===== config.mk =====
export PLATFORM = sky130hd
export DESIGN_NAME = white_blob_centroid_steer_unit
export DESIGN_NICKNAME = d
export VERILOG_FILES = /design/src/rtl/wbcs_pkg.sv /design/src/rtl/white_blob_centroid_steer_unit.sv /design/src/rtl/wbcs_cfg.sv /design/src/rtl/wbcs_front.sv /design/src/rtl/wbcs_fifo.sv /design/src/rtl/wbcs_back.sv
export VERILOG_INCLUDE_DIRS = /design/src /design/src/rtl
export SDC_FILE = /design/constraint.sdc
export NUM_CORES = 2
export LEC_CHECK = 0
export ABC_AREA = 1
export BUFFER_PORTS_ARGS = -buffer_cell sky130_fd_sc_hd__buf_2
export CORE_MARGIN = 2
export CORE_UTILIZATION = 45
export CTS_BUF_LIST = sky130_fd_sc_hd__clkbuf_16
export DETAILED_ROUTE_END_ITERATION = 16
export GPL_ROUTABILITY_DRIVEN = 0
export GPL_TIMING_DRIVEN = 0
export PLACE_DENSITY = 0.72
export SYNTH_ARGS = -nofsm -noshare
export SYNTH_HDL_FRONTEND = slang
export SYNTH_SLANG_ARGS = --single-unit

===== constraint.sdc =====
create_clock -name aclk -period 7.9 [get_ports aclk]
set_input_delay 0.79 -clock aclk [delete_from_list [all_inputs] [get_ports aclk]]
set_output_delay 0.79 -clock aclk [all_outputs]
set_load 0.01 [all_outputs]

===== src/rtl/white_blob_centroid_steer_unit_assert.svh =====
// Assertion macros for the centroid steering block.
// WBCS_ASSERT_NOW  : when cond holds, prop holds in the same cycle.
// WBCS_ASSERT_NEXT : when cond holds, prop holds in the next cycle.
`ifndef WHITE_BLOB_CENTROID_STEER_UNIT_ASSERT_SVH
`define WHITE_BLOB_CENTROID_STEER_UNIT_ASSERT_SVH
`ifndef SYNTHESIS
`define WBCS_ASSERT_NOW(label, clk, rstn, cond, prop) \
    label: assert property (@(posedge clk) disable iff (!(rstn)) (cond) |-> (prop)) \
        else $error("wbcs assertion failed");
`define WBCS_ASSERT_NEXT(label, clk, rstn, cond, prop) \
    label: assert property (@(posedge clk) disable iff (!(rstn)) (cond) |=> (prop)) \
        else $error("wbcs assertion failed");
`else
`define WBCS_ASSERT_NOW(label, clk, rstn, cond, prop)
`define WBCS_ASSERT_NEXT(label, clk, rstn, cond, prop)
`endif
`endif


===== src/rtl/wbcs_pkg.sv =====
package wbcs_pkg;

    // Frame dimension width and the widths that follow from it
    localparam int DIM_BITS = 12;
    localparam int IDX_W    = 2 * DIM_BITS;
    localparam int SUM_W    = 3 * DIM_BITS;

    // Fixed field widths
    localparam int CH_W      = 8;
    localparam int CFG_W     = 12;
    localparam int CFG_IDX_W = 2;
    localparam int DIR_W     = 2;
    localparam int MEAN_W    = 12;
    localparam int COUNT_W   = 24;

    localparam logic [CH_W-1:0] WHITE_LEVEL = 8'hFF;

    // Register indexes
    localparam logic [CFG_IDX_W-1:0] REG_WIDTH  = 2'd0;
    localparam logic [CFG_IDX_W-1:0] REG_HEIGHT = 2'd1;

    localparam logic [DIM_BITS-1:0] WIDTH_RESET  = DIM_BITS'(640);
    localparam logic [DIM_BITS-1:0] HEIGHT_RESET = DIM_BITS'(480);

    // Steering codes
    localparam logic [DIR_W-1:0] DIR_STOP     = 2'd0;
    localparam logic [DIR_W-1:0] DIR_LEFT     = 2'd1;
    localparam logic [DIR_W-1:0] DIR_RIGHT    = 2'd2;
    localparam logic [DIR_W-1:0] DIR_STRAIGHT = 2'd3;

    // Pixel queue between front and back
    localparam int QUEUE_DEPTH = 4;
    localparam int QPTR_W      = $clog2(QUEUE_DEPTH);

    // Step counter of the serial mean divider, one step per sum bit
    localparam int STEP_W = $clog2(SUM_W + 1);

    // Divide by three through a reciprocal: exact for inputs below 2^(DIV3_SHIFT-1)
    localparam int DIV3_IN_W  = IDX_W + 1;
    localparam int DIV3_SHIFT = DIV3_IN_W + 2;
    localparam logic [DIV3_SHIFT-1:0] DIV3_RECIP =
        DIV3_SHIFT'(((64'd1 << DIV3_SHIFT) + 64'd2) / 64'd3);

    function automatic logic [IDX_W-1:0] div3(input logic [DIV3_IN_W-1:0] x);
        logic [DIV3_IN_W+DIV3_SHIFT-1:0] prod;
        prod = {{DIV3_SHIFT{1'b0}}, x} * {{DIV3_IN_W{1'b0}}, DIV3_RECIP};
        return IDX_W'(prod >> DIV3_SHIFT);
    endfunction

    // Settled configuration and derived thresholds
    typedef struct packed {
        logic                busy;
        logic [DIM_BITS-1:0] width;
        logic [IDX_W-1:0]    band_lo;
        logic [IDX_W-1:0]    band_hi;
        logic [DIM_BITS-1:0] width_lo;
        logic [DIM_BITS-1:0] width_hi;
    } cfg_status_t;

    // Classified pixel handed from front to back
    typedef struct packed {
        logic                hit;
        logic [DIM_BITS-1:0] column;
        logic                last;
    } pixel_t;

endpackage


===== src/rtl/white_blob_centroid_steer_unit.sv =====
// White blob centroid steering. Pixels arrive in raster order, one per stream transaction, and
// are taken at one per clock while the queue has room and the thresholds are not being
// recomputed. Each pixel in the middle third of the frame that is pure white adds its column to
// a running sum; the transaction with tlast set closes the frame and yields one result
// (direction code, mean column, white count). m_tvalid rises once the tlast transaction has
// been popped and the bit-serial divider in the back end has finished. While the divider runs,
// a four-entry pixel queue keeps input flowing; once it fills, input stalls until the division
// is done, and longer while the previous result still waits on m_tready. A write to
// image_width or image_height, and reset, hold s_tready low while the band and steering
// thresholds are recomputed.
`include "white_blob_centroid_steer_unit_assert.svh"

module white_blob_centroid_steer_unit (
    input  logic                              aclk,
    input  logic                              aresetn,
    // pixel stream
    input  logic                              s_tvalid,
    output logic                              s_tready,
    input  logic [23:0]                       s_tdata,   // red, green, blue
    input  logic                              s_tlast,   // frame_end
    // result stream
    output logic                              m_tvalid,
    input  logic                              m_tready,
    output logic [39:0]                       m_tdata,   // direction, mean_column,
                                                         // white_count, zero pad
    // configuration writes
    input  logic                              cfg_valid,
    output logic                              cfg_ready,
    input  logic [wbcs_pkg::CFG_IDX_W-1:0]    cfg_index,
    input  logic [wbcs_pkg::CFG_W-1:0]        cfg_data
);

    wbcs_pkg::cfg_status_t              status;
    wbcs_pkg::pixel_t                   push_item;
    wbcs_pkg::pixel_t                   q_head;
    logic                               q_push;
    logic                               q_pop;
    logic                               q_full;
    logic                               q_empty;
    logic [wbcs_pkg::DIR_W-1:0]         res_dir;
    logic [wbcs_pkg::MEAN_W-1:0]        res_mean;
    logic [wbcs_pkg::COUNT_W-1:0]       res_count;

    // Configuration registers and thresholds
    wbcs_cfg u_cfg (
        .aclk      (aclk),
        .aresetn   (aresetn),
        .cfg_valid (cfg_valid),
        .cfg_ready (cfg_ready),
        .cfg_index (cfg_index),
        .cfg_data  (cfg_data),
        .status    (status)
    );

    // Pixel intake and classification
    wbcs_front u_front (
        .aclk      (aclk),
        .aresetn   (aresetn),
        .s_tvalid  (s_tvalid),
        .s_tready  (s_tready),
        .red       (s_tdata[7:0]),
        .green     (s_tdata[15:8]),
        .blue      (s_tdata[23:16]),
        .frame_end (s_tlast),
        .status    (status),
        .q_full    (q_full),
        .q_push    (q_push),
        .q_item    (push_item)
    );

    // Queue between front and back
    wbcs_fifo u_fifo (
        .aclk      (aclk),
        .aresetn   (aresetn),
        .push      (q_push),
        .push_item (push_item),
        .pop       (q_pop),
        .head      (q_head),
        .full      (q_full),
        .empty     (q_empty)
    );

    // Accumulation, division and steering decision
    wbcs_back u_back (
        .aclk        (aclk),
        .aresetn     (aresetn),
        .q_empty     (q_empty),
        .q_head      (q_head),
        .q_pop       (q_pop),
        .status      (status),
        .m_tvalid    (m_tvalid),
        .m_tready    (m_tready),
        .direction   (res_dir),
        .mean_column (res_mean),
        .white_count (res_count)
    );

    assign m_tdata = {2'b00, res_count, res_mean, res_dir};

    // Checks
    `WBCS_ASSERT_NOW(a_stop_iff_none, aclk, aresetn, m_tvalid,
        ((res_dir == wbcs_pkg::DIR_STOP) == (res_count == '0)))
    `WBCS_ASSERT_NOW(a_stop_mean_zero, aclk, aresetn,
        m_tvalid && (res_dir == wbcs_pkg::DIR_STOP), (res_mean == '0))
    `WBCS_ASSERT_NOW(a_settle_blocks_input, aclk, aresetn, status.busy, !s_tready)
    `WBCS_ASSERT_NEXT(a_push_lands, aclk, aresetn, q_push, !q_empty)

endmodule


===== src/rtl/wbcs_cfg.sv =====
module wbcs_cfg (
    input  logic                              aclk,
    input  logic                              aresetn,
    input  logic                              cfg_valid,
    output logic                              cfg_ready,
    input  logic [wbcs_pkg::CFG_IDX_W-1:0]    cfg_index,
    input  logic [wbcs_pkg::CFG_W-1:0]        cfg_data,
    output wbcs_pkg::cfg_status_t             status
);

    typedef enum logic [2:0] {
        SET_IDLE,
        SET_PROD,
        SET_LO,
        SET_HI,
        SET_WLO,
        SET_WHI
    } set_state_t;

    set_state_t                         state_reg;
    logic [wbcs_pkg::DIM_BITS-1:0]      width_reg;
    logic [wbcs_pkg::DIM_BITS-1:0]      height_reg;
    logic [wbcs_pkg::IDX_W-1:0]         total_reg;
    logic [wbcs_pkg::IDX_W-1:0]         band_lo_reg;
    logic [wbcs_pkg::IDX_W-1:0]         band_hi_reg;
    logic [wbcs_pkg::DIM_BITS-1:0]      width_lo_reg;
    logic [wbcs_pkg::DIM_BITS-1:0]      width_hi_reg;

    logic [wbcs_pkg::DIV3_IN_W-1:0]     div3_in;
    logic [wbcs_pkg::IDX_W-1:0]         div3_out;
    logic                               wr_en;

    assign cfg_ready = 1'b1;
    assign wr_en     = cfg_valid && cfg_ready;

    // Shared divide-by-three operand select
    always_comb begin
        case (state_reg)
            SET_LO:  div3_in = {1'b0, total_reg};
            SET_HI:  div3_in = {total_reg, 1'b0};
            SET_WLO: div3_in = wbcs_pkg::DIV3_IN_W'(width_reg);
            SET_WHI: div3_in = wbcs_pkg::DIV3_IN_W'({width_reg, 1'b0});
            default: div3_in = '0;
        endcase
        div3_out = wbcs_pkg::div3(div3_in);
    end

    // Register writes and threshold sequence
    always_ff @(posedge aclk) begin
        if (!aresetn) begin
            width_reg  <= wbcs_pkg::WIDTH_RESET;
            height_reg <= wbcs_pkg::HEIGHT_RESET;
            state_reg  <= SET_PROD;
        end else if (wr_en) begin
            case (cfg_index)
                wbcs_pkg::REG_WIDTH:  width_reg  <= wbcs_pkg::DIM_BITS'(cfg_data);
                wbcs_pkg::REG_HEIGHT: height_reg <= wbcs_pkg::DIM_BITS'(cfg_data);
                default: ;
            endcase
            state_reg <= SET_PROD;
        end else begin
            unique case (state_reg)
                SET_IDLE: ;
                SET_PROD: begin
                    total_reg <= wbcs_pkg::IDX_W'(width_reg) * wbcs_pkg::IDX_W'(height_reg);
                    state_reg <= SET_LO;
                end
                SET_LO: begin
                    band_lo_reg <= div3_out;
                    state_reg   <= SET_HI;
                end
                SET_HI: begin
                    band_hi_reg <= div3_out;
                    state_reg   <= SET_WLO;
                end
                SET_WLO: begin
                    width_lo_reg <= wbcs_pkg::DIM_BITS'(div3_out);
                    state_reg    <= SET_WHI;
                end
                SET_WHI: begin
                    width_hi_reg <= wbcs_pkg::DIM_BITS'(div3_out);
                    state_reg    <= SET_IDLE;
                end
                default: state_reg <= SET_PROD;
            endcase
        end
    end

    assign status.busy     = (state_reg != SET_IDLE);
    assign status.width    = width_reg;
    assign status.band_lo  = band_lo_reg;
    assign status.band_hi  = band_hi_reg;
    assign status.width_lo = width_lo_reg;
    assign status.width_hi = width_hi_reg;

endmodule


===== src/rtl/wbcs_front.sv =====
module wbcs_front (
    input  logic                          aclk,
    input  logic                          aresetn,
    input  logic                          s_tvalid,
    output logic                          s_tready,
    input  logic [wbcs_pkg::CH_W-1:0]     red,
    input  logic [wbcs_pkg::CH_W-1:0]     green,
    input  logic [wbcs_pkg::CH_W-1:0]     blue,
    input  logic                          frame_end,
    input  wbcs_pkg::cfg_status_t         status,
    input  logic                          q_full,
    output logic                          q_push,
    output wbcs_pkg::pixel_t              q_item
);

    logic [wbcs_pkg::IDX_W-1:0]       pix_idx_reg;
    logic [wbcs_pkg::IDX_W-1:0]       pix_idx_next;
    logic [wbcs_pkg::DIM_BITS-1:0]    col_reg;
    logic [wbcs_pkg::DIM_BITS-1:0]    col_next;
    logic [wbcs_pkg::DIM_BITS:0]      col_inc;
    logic                             white;
    logic                             in_band;

    assign s_tready = !status.busy && !q_full;
    assign q_push   = s_tvalid && s_tready;

    // Classify the pixel against the middle band
    always_comb begin
        white   = (red == wbcs_pkg::WHITE_LEVEL) && (green == wbcs_pkg::WHITE_LEVEL) &&
                  (blue == wbcs_pkg::WHITE_LEVEL);
        in_band = (pix_idx_reg >= status.band_lo) && (pix_idx_reg < status.band_hi);
        q_item.hit    = white && in_band;
        q_item.column = col_reg;
        q_item.last   = frame_end;
    end

    // Raster position: saturating index, column wrapping at the width
    always_comb begin
        pix_idx_next = (pix_idx_reg != '1) ? pix_idx_reg + 1'b1 : pix_idx_reg;
        col_inc      = {1'b0, col_reg} + 1'b1;
        col_next     = (col_inc >= {1'b0, status.width}) ? '0
                                                         : col_inc[wbcs_pkg::DIM_BITS-1:0];
    end

    always_ff @(posedge aclk) begin
        if (!aresetn) begin
            pix_idx_reg <= '0;
            col_reg     <= '0;
        end else if (q_push) begin
            if (frame_end) begin
                pix_idx_reg <= '0;
                col_reg     <= '0;
            end else begin
                pix_idx_reg <= pix_idx_next;
                col_reg     <= col_next;
            end
        end
    end

endmodule


===== src/rtl/wbcs_fifo.sv =====
module wbcs_fifo (
    input  logic                  aclk,
    input  logic                  aresetn,
    input  logic                  push,
    input  wbcs_pkg::pixel_t      push_item,
    input  logic                  pop,
    output wbcs_pkg::pixel_t      head,
    output logic                  full,
    output logic                  empty
);

    wbcs_pkg::pixel_t                 slot_reg [wbcs_pkg::QUEUE_DEPTH];
    logic [wbcs_pkg::QPTR_W-1:0]      wr_ptr_reg;
    logic [wbcs_pkg::QPTR_W-1:0]      rd_ptr_reg;
    logic [wbcs_pkg::QPTR_W:0]        fill_reg;
    logic                             do_push;
    logic                             do_pop;

    assign full    = (fill_reg == (wbcs_pkg::QPTR_W+1)'(wbcs_pkg::QUEUE_DEPTH));
    assign empty   = (fill_reg == '0);
    assign do_push = push && !full;
    assign do_pop  = pop && !empty;
    assign head    = slot_reg[rd_ptr_reg];

    // Entry storage
    always_ff @(posedge aclk) begin
        if (do_push) begin
            slot_reg[wr_ptr_reg] <= push_item;
        end
    end

    // Pointers and fill level
    always_ff @(posedge aclk) begin
        if (!aresetn) begin
            wr_ptr_reg <= '0;
            rd_ptr_reg <= '0;
            fill_reg   <= '0;
        end else begin
            if (do_push) begin
                wr_ptr_reg <= wr_ptr_reg + 1'b1;
            end
            if (do_pop) begin
                rd_ptr_reg <= rd_ptr_reg + 1'b1;
            end
            case ({do_push, do_pop})
                2'b10:   fill_reg <= fill_reg + 1'b1;
                2'b01:   fill_reg <= fill_reg - 1'b1;
                default: ;
            endcase
        end
    end

endmodule


===== src/rtl/wbcs_back.sv =====
module wbcs_back (
    input  logic                          aclk,
    input  logic                          aresetn,
    input  logic                          q_empty,
    input  wbcs_pkg::pixel_t              q_head,
    output logic                          q_pop,
    input  wbcs_pkg::cfg_status_t         status,
    output logic                          m_tvalid,
    input  logic                          m_tready,
    output logic [wbcs_pkg::DIR_W-1:0]    direction,
    output logic [wbcs_pkg::MEAN_W-1:0]   mean_column,
    output logic [wbcs_pkg::COUNT_W-1:0]  white_count
);

    typedef enum logic {
        BK_ACCUM,
        BK_DIVIDE
    } back_state_t;

    back_state_t                        state_reg;
    logic [wbcs_pkg::SUM_W-1:0]         sum_reg;
    logic [wbcs_pkg::IDX_W-1:0]         total_reg;
    logic [wbcs_pkg::SUM_W-1:0]         dvd_reg;
    logic [wbcs_pkg::IDX_W-1:0]         dvs_reg;
    logic [wbcs_pkg::IDX_W-1:0]         rem_reg;
    logic [wbcs_pkg::STEP_W-1:0]        step_reg;
    logic                               m_valid_reg;
    logic [wbcs_pkg::DIR_W-1:0]         dir_reg;
    logic [wbcs_pkg::MEAN_W-1:0]        mean_reg;
    logic [wbcs_pkg::COUNT_W-1:0]       count_reg;

    logic [wbcs_pkg::SUM_W-1:0]         sum_acc;
    logic [wbcs_pkg::IDX_W-1:0]         total_acc;
    logic [wbcs_pkg::IDX_W:0]           rem_sh;
    logic [wbcs_pkg::IDX_W:0]           rem_sub;
    logic                               ge;
    logic [wbcs_pkg::IDX_W-1:0]         rem_new;
    logic [wbcs_pkg::SUM_W-1:0]         quo_new;
    logic [wbcs_pkg::DIR_W-1:0]         dir_new;

    // Pop a final pixel only once the output register can take the result
    assign q_pop = (state_reg == BK_ACCUM) && !q_empty &&
                   (!q_head.last || !m_valid_reg || m_tready);

    // Accumulate the column of each hit
    always_comb begin
        sum_acc   = sum_reg + (q_head.hit ? wbcs_pkg::SUM_W'(q_head.column) : '0);
        total_acc = total_reg + wbcs_pkg::IDX_W'(q_head.hit);
    end

    // One restoring division step per cycle
    always_comb begin
        rem_sh  = {rem_reg, dvd_reg[wbcs_pkg::SUM_W-1]};
        ge      = (rem_sh >= {1'b0, dvs_reg});
        rem_sub = rem_sh - {1'b0, dvs_reg};
        rem_new = ge ? rem_sub[wbcs_pkg::IDX_W-1:0] : rem_sh[wbcs_pkg::IDX_W-1:0];
        quo_new = {dvd_reg[wbcs_pkg::SUM_W-2:0], ge};
    end

    // Steering decision from the finished mean
    always_comb begin
        if (dvs_reg == '0) begin
            dir_new = wbcs_pkg::DIR_STOP;
        end else if (quo_new < wbcs_pkg::SUM_W'(status.width_lo)) begin
            dir_new = wbcs_pkg::DIR_LEFT;
        end else if (quo_new > wbcs_pkg::SUM_W'(status.width_hi)) begin
            dir_new = wbcs_pkg::DIR_RIGHT;
        end else begin
            dir_new = wbcs_pkg::DIR_STRAIGHT;
        end
    end

    always_ff @(posedge aclk) begin
        if (!aresetn) begin
            state_reg   <= BK_ACCUM;
            sum_reg     <= '0;
            total_reg   <= '0;
            m_valid_reg <= 1'b0;
        end else begin
            if (m_valid_reg && m_tready) begin
                m_valid_reg <= 1'b0;
            end
            unique case (state_reg)
                BK_ACCUM: begin
                    if (q_pop) begin
                        if (q_head.last) begin
                            dvd_reg   <= sum_acc;
                            dvs_reg   <= total_acc;
                            rem_reg   <= '0;
                            step_reg  <= wbcs_pkg::STEP_W'(wbcs_pkg::SUM_W);
                            sum_reg   <= '0;
                            total_reg <= '0;
                            state_reg <= BK_DIVIDE;
                        end else begin
                            sum_reg   <= sum_acc;
                            total_reg <= total_acc;
                        end
                    end
                end
                BK_DIVIDE: begin
                    rem_reg  <= rem_new;
                    dvd_reg  <= quo_new;
                    step_reg <= step_reg - 1'b1;
                    if (step_reg == wbcs_pkg::STEP_W'(1)) begin
                        dir_reg     <= dir_new;
                        mean_reg    <= (dvs_reg == '0) ? '0 : wbcs_pkg::MEAN_W'(quo_new);
                        count_reg   <= wbcs_pkg::COUNT_W'(dvs_reg);
                        m_valid_reg <= 1'b1;
                        state_reg   <= BK_ACCUM;
                    end
                end
                default: state_reg <= BK_ACCUM;
            endcase
        end
    end

    assign m_tvalid    = m_valid_reg;
    assign direction   = dir_reg;
    assign mean_column = mean_reg;
    assign white_count = count_reg;

endmodule

==> results.sh <==
export IMPL_ant_nets=0
export IMPL_viasPerCell=5.213
export IMPL_grt_ovfl_total=0
export IMPL_slew_viol_final=0
export IMPL_period_needed_ns=7.567
export IMPL_p_sw_frac=0.4249
export IMPL_num_io_pins=87
export IMPL_ys_seq_area_frac=0.3132
export IMPL_cts_root_buf="clkbuf_16"
export IMPL_largest_reg_flops=56
export IMPL_die_y_um=284.5
export IMPL_drc=0
export IMPL_core_region_area_um2=77720
export IMPL_wl_per_cell_um=16.41
export IMPL_nNetsFinal=5009
export IMPL_synthAdderAreaFrac=0.2922
export IMPL_outcome="complete, no violations"
export IMPL_cts_buffers=47
export IMPL_crit_type="flop to flop"
export IMPL_hp_class="input port to flop"
export IMPL_cts_sinks=414
export IMPL_period_share=0.9578
export IMPL_wl_um=88290
export IMPL_track_usage=0.2175
export IMPL_h_tree_depth=2
export IMPL_drive_above_1_share=0.06934
export IMPL_crit_path_top_delay_cell="fa_2"
export IMPL_synth_top_family_by_area="adder cells"
export IMPL_p_leak_nw=18.88
export IMPL_drtPass1Iterations=6
export IMPL_synthMuxAreaShare=0
export IMPL_worstPathArrival_ns=7.90
export IMPL_cp_max_fo=10
export IMPL_relSlewSlack=0.09016
export IMPL_synth_top_area_cell="edfxtp_1"
export IMPL_setup_slack_ns=0.3332
export IMPL_finalHoldViolations=0
export IMPL_slowest_delay_ns=0.60
export IMPL_comb_power_share=0.458
export IMPL_grt_pass1_wl_um=142600
export IMPL_async_flop_share=0
export IMPL_max_freq_mhz=132.2
export IMPL_final_common_cell="inv_1"
export IMPL_antenna_found_initial=1
export IMPL_critPathLaunchType="flop"
export IMPL_areaGrowthSynthToFinish_pct=10.79
export IMPL_ys_ff_latch=414
export IMPL_insertion_delay_ns=0.63
export IMPL_power_density_nw_per_um2=247.3
export IMPL_std_cell_rows=102
export IMPL_synth_top_area_share=0.2375
export IMPL_cp_num_buf_inv=11
export IMPL_initial_core_util=0.4556
export IMPL_worstMarginPinSlew_ns=1.360
export IMPL_synth_compound_area_frac=0.09742
export IMPL_power_clock_fraction=0.241
export IMPL_grt_pass1_vias=27560
export IMPL_syn_instance_count=4156
export IMPL_intPower_mw=5.580
export IMPL_dieArea_um2=80950
export IMPL_yosysWarnings=0
export IMPL_tritoncts="yes"
export IMPL_pwr_share_seq=0.301
export IMPL_synthesis_area_um2=35410
export IMPL_yosys_top_cells_area="edfxtp_1 (24%), fa_1 (15%), ha_1 (14%)"
export IMPL_antenna_cells=0
export IMPL_max_vdd_ir_drop_uv=181.4
export IMPL_cap_violations=0
export IMPL_vias=28050
export IMPL_required_ns=8.23
export IMPL_ys_flop_type="edfxtp_1"
export IMPL_grt_max_degree=35
export IMPL_critPathTopFamily="adder cells"
export IMPL_mostFrequentLayoutCells="inv_1 (871), nand2_1 (790), ha_1 (389), a21oi_1 (311), edfxtp_1 (280)"
export IMPL_synthSimpleGateAreaFrac=0.1638
export IMPL_io_buffers=83
export IMPL_clock_path_buffers=3
export IMPL_drt_initial_drc_count=2248
export IMPL_synth_cell_types=63
export IMPL_place_worst_setup_slack_ns=-0.2452
export IMPL_crit_top_cell="inv_1"
export IMPL_final_cells=5381
export IMPL_place_detailed_hpwl_um=70850
export IMPL_clkSlewWorstSetupHoldPaths_ns=0.06
export IMPL_synth_edff_count=280
export IMPL_synth_xor_area_frac=0.02845
export IMPL_end_kind="flop"
export IMPL_syn_avg_cell_area_um2=8.520
export IMPL_dp_cells=5287
export IMPL_skew_ns=0.04934
export IMPL_die_w_um=284.5
export IMPL_switchingPower_mw=4.123
export IMPL_setup_viol=0
## stage by stage
stage / total power [mW] / hold slack [ns] / setup TNS (ns) / utilization / instance area (µm²)
5_1_grt: 10.39 / 0.4070 / -0.1088 / 0.5047 / 39230
3_3_place_gp: 7.135 / 0.4337 / -2.188 / 0.4777 / 37130
3_5_place_dp: 7.243 / 0.4321 / -2.476 / 0.4799 / 37300
4_1_cts: 9.619 / 0.3863 / -0.07653 / 0.5016 / 38980
2_1_floorplan: 5.967 / 0.4264 / 0 / - / 35410
6_report: 9.703 / 0.4023 / 0 / 0.5047 / 39230
## power groups by stage
stage / registers, mW / logic [mW] / clock network, mW
floorplan: 2.92 / 3.05 / 0
finish: 2.92 / 4.45 / 2.34
CTS: 2.92 / 4.33 / 2.37
detailed placement: 2.96 / 4.28 / 0
global route: 2.94 / 5.00 / 2.45
global placement: 2.99 / 4.15 / 0
## worst paths after layout
check	start	end	slack, ns	depth (start not counted)
worst max register to register	u_cfg.state_reg[2]$_SDFFE_PP0P_	u_cfg.band_hi_reg[5]$_DFFE_PP_	0.33	28
worst min register to register	u_back.dvs_reg[11]$_DFFE_PP_	u_back.white_count[11]$_DFFE_PP_	0.45	0
worst min-delay path	cfg_data[6]	u_cfg.height_reg[6]$_SDFFE_PN1P_	0.40	3
worst max-delay path	u_cfg.state_reg[2]$_SDFFE_PP0P_	u_cfg.band_hi_reg[5]$_DFFE_PP_	0.33	28
## metal layers
metal / up-vias / part of all wire / GRT usage
li1: 13710 / - / -
met1: 13350 / 0.44 / 0.2944
met2: 842 / 0.48 / 0.3685
met3: 156 / 0.056 / 0.02400
met4: 0 / 0.026 / 0.06197
met5: - / 0 / 0
## area by class of cell
type,instances,area (µm²)
fill,7162,38490
multi-input combinational,2774,20840
sequential,414,11090
inverter,875,3286
tap,1040,1301
clock buffer,50,1251
timing repair buffer,97,611.8
buffer,93,425.4
clock inverter,38,421.7
## tightest hold or removal path, stage by stage
cell,delay (ns)
buf_2,0.09
nand2_1,0.05
nand3_1,0.05
## kinds of logic (layout without fill, tap and decap cells)
| kind of cell | after synthesis | in the layout |
|---|---|---|
| adders and majority gates | 663 | 663 |
| AOI/OAI and AO/OA | 621 | 621 |
| other | 2 | 3 |
| DFF | 414 | 414 |
| xor gates and xnor gates | 115 | 115 |
| buffers and inverters | 969 | 1153 |
| and+or+nand+nor | 1372 | 1372 |
## cells in the mapped netlist, types with 3 or more instances
cell type,n
inv_1,865
fa_1,273
a21o_1,15
nand3_1,132
a21boi_0,3
nor2_4,5
a31oi_1,19
buf_4,4
dfxtp_1,134
nor3_1,63
buf_2,14
xor2_1,73
or2_2,5
nand3_2,3
o211ai_1,7
inv_2,8
nand4_1,60
nand3b_1,3
o21bai_1,10
nand2_2,14
a21oi_1,311
o21a_1,11
clkbuf_8,3
a211oi_1,3
edfxtp_1,280
o21ai_1,5
nor2_2,8
clkbuf_1,71
nor2_1,252
o221ai_1,8
nor4_1,26
xnor2_1,42
a221oi_1,6
o22ai_1,31
a22oi_1,6
nand2_1,790
o21ai_0,167
ha_1,390
o31ai_1,4
## what timing repair did
item / in CTS / in global routing
hold buffers: 0 / 0
buffers inserted: 0 / 6
endpoints found under the setup margin: 50 / 72
pin swaps: 0 / 5
resized for setup: 2 / 48
Note: power is estimated with default switching activity, not from simulation.
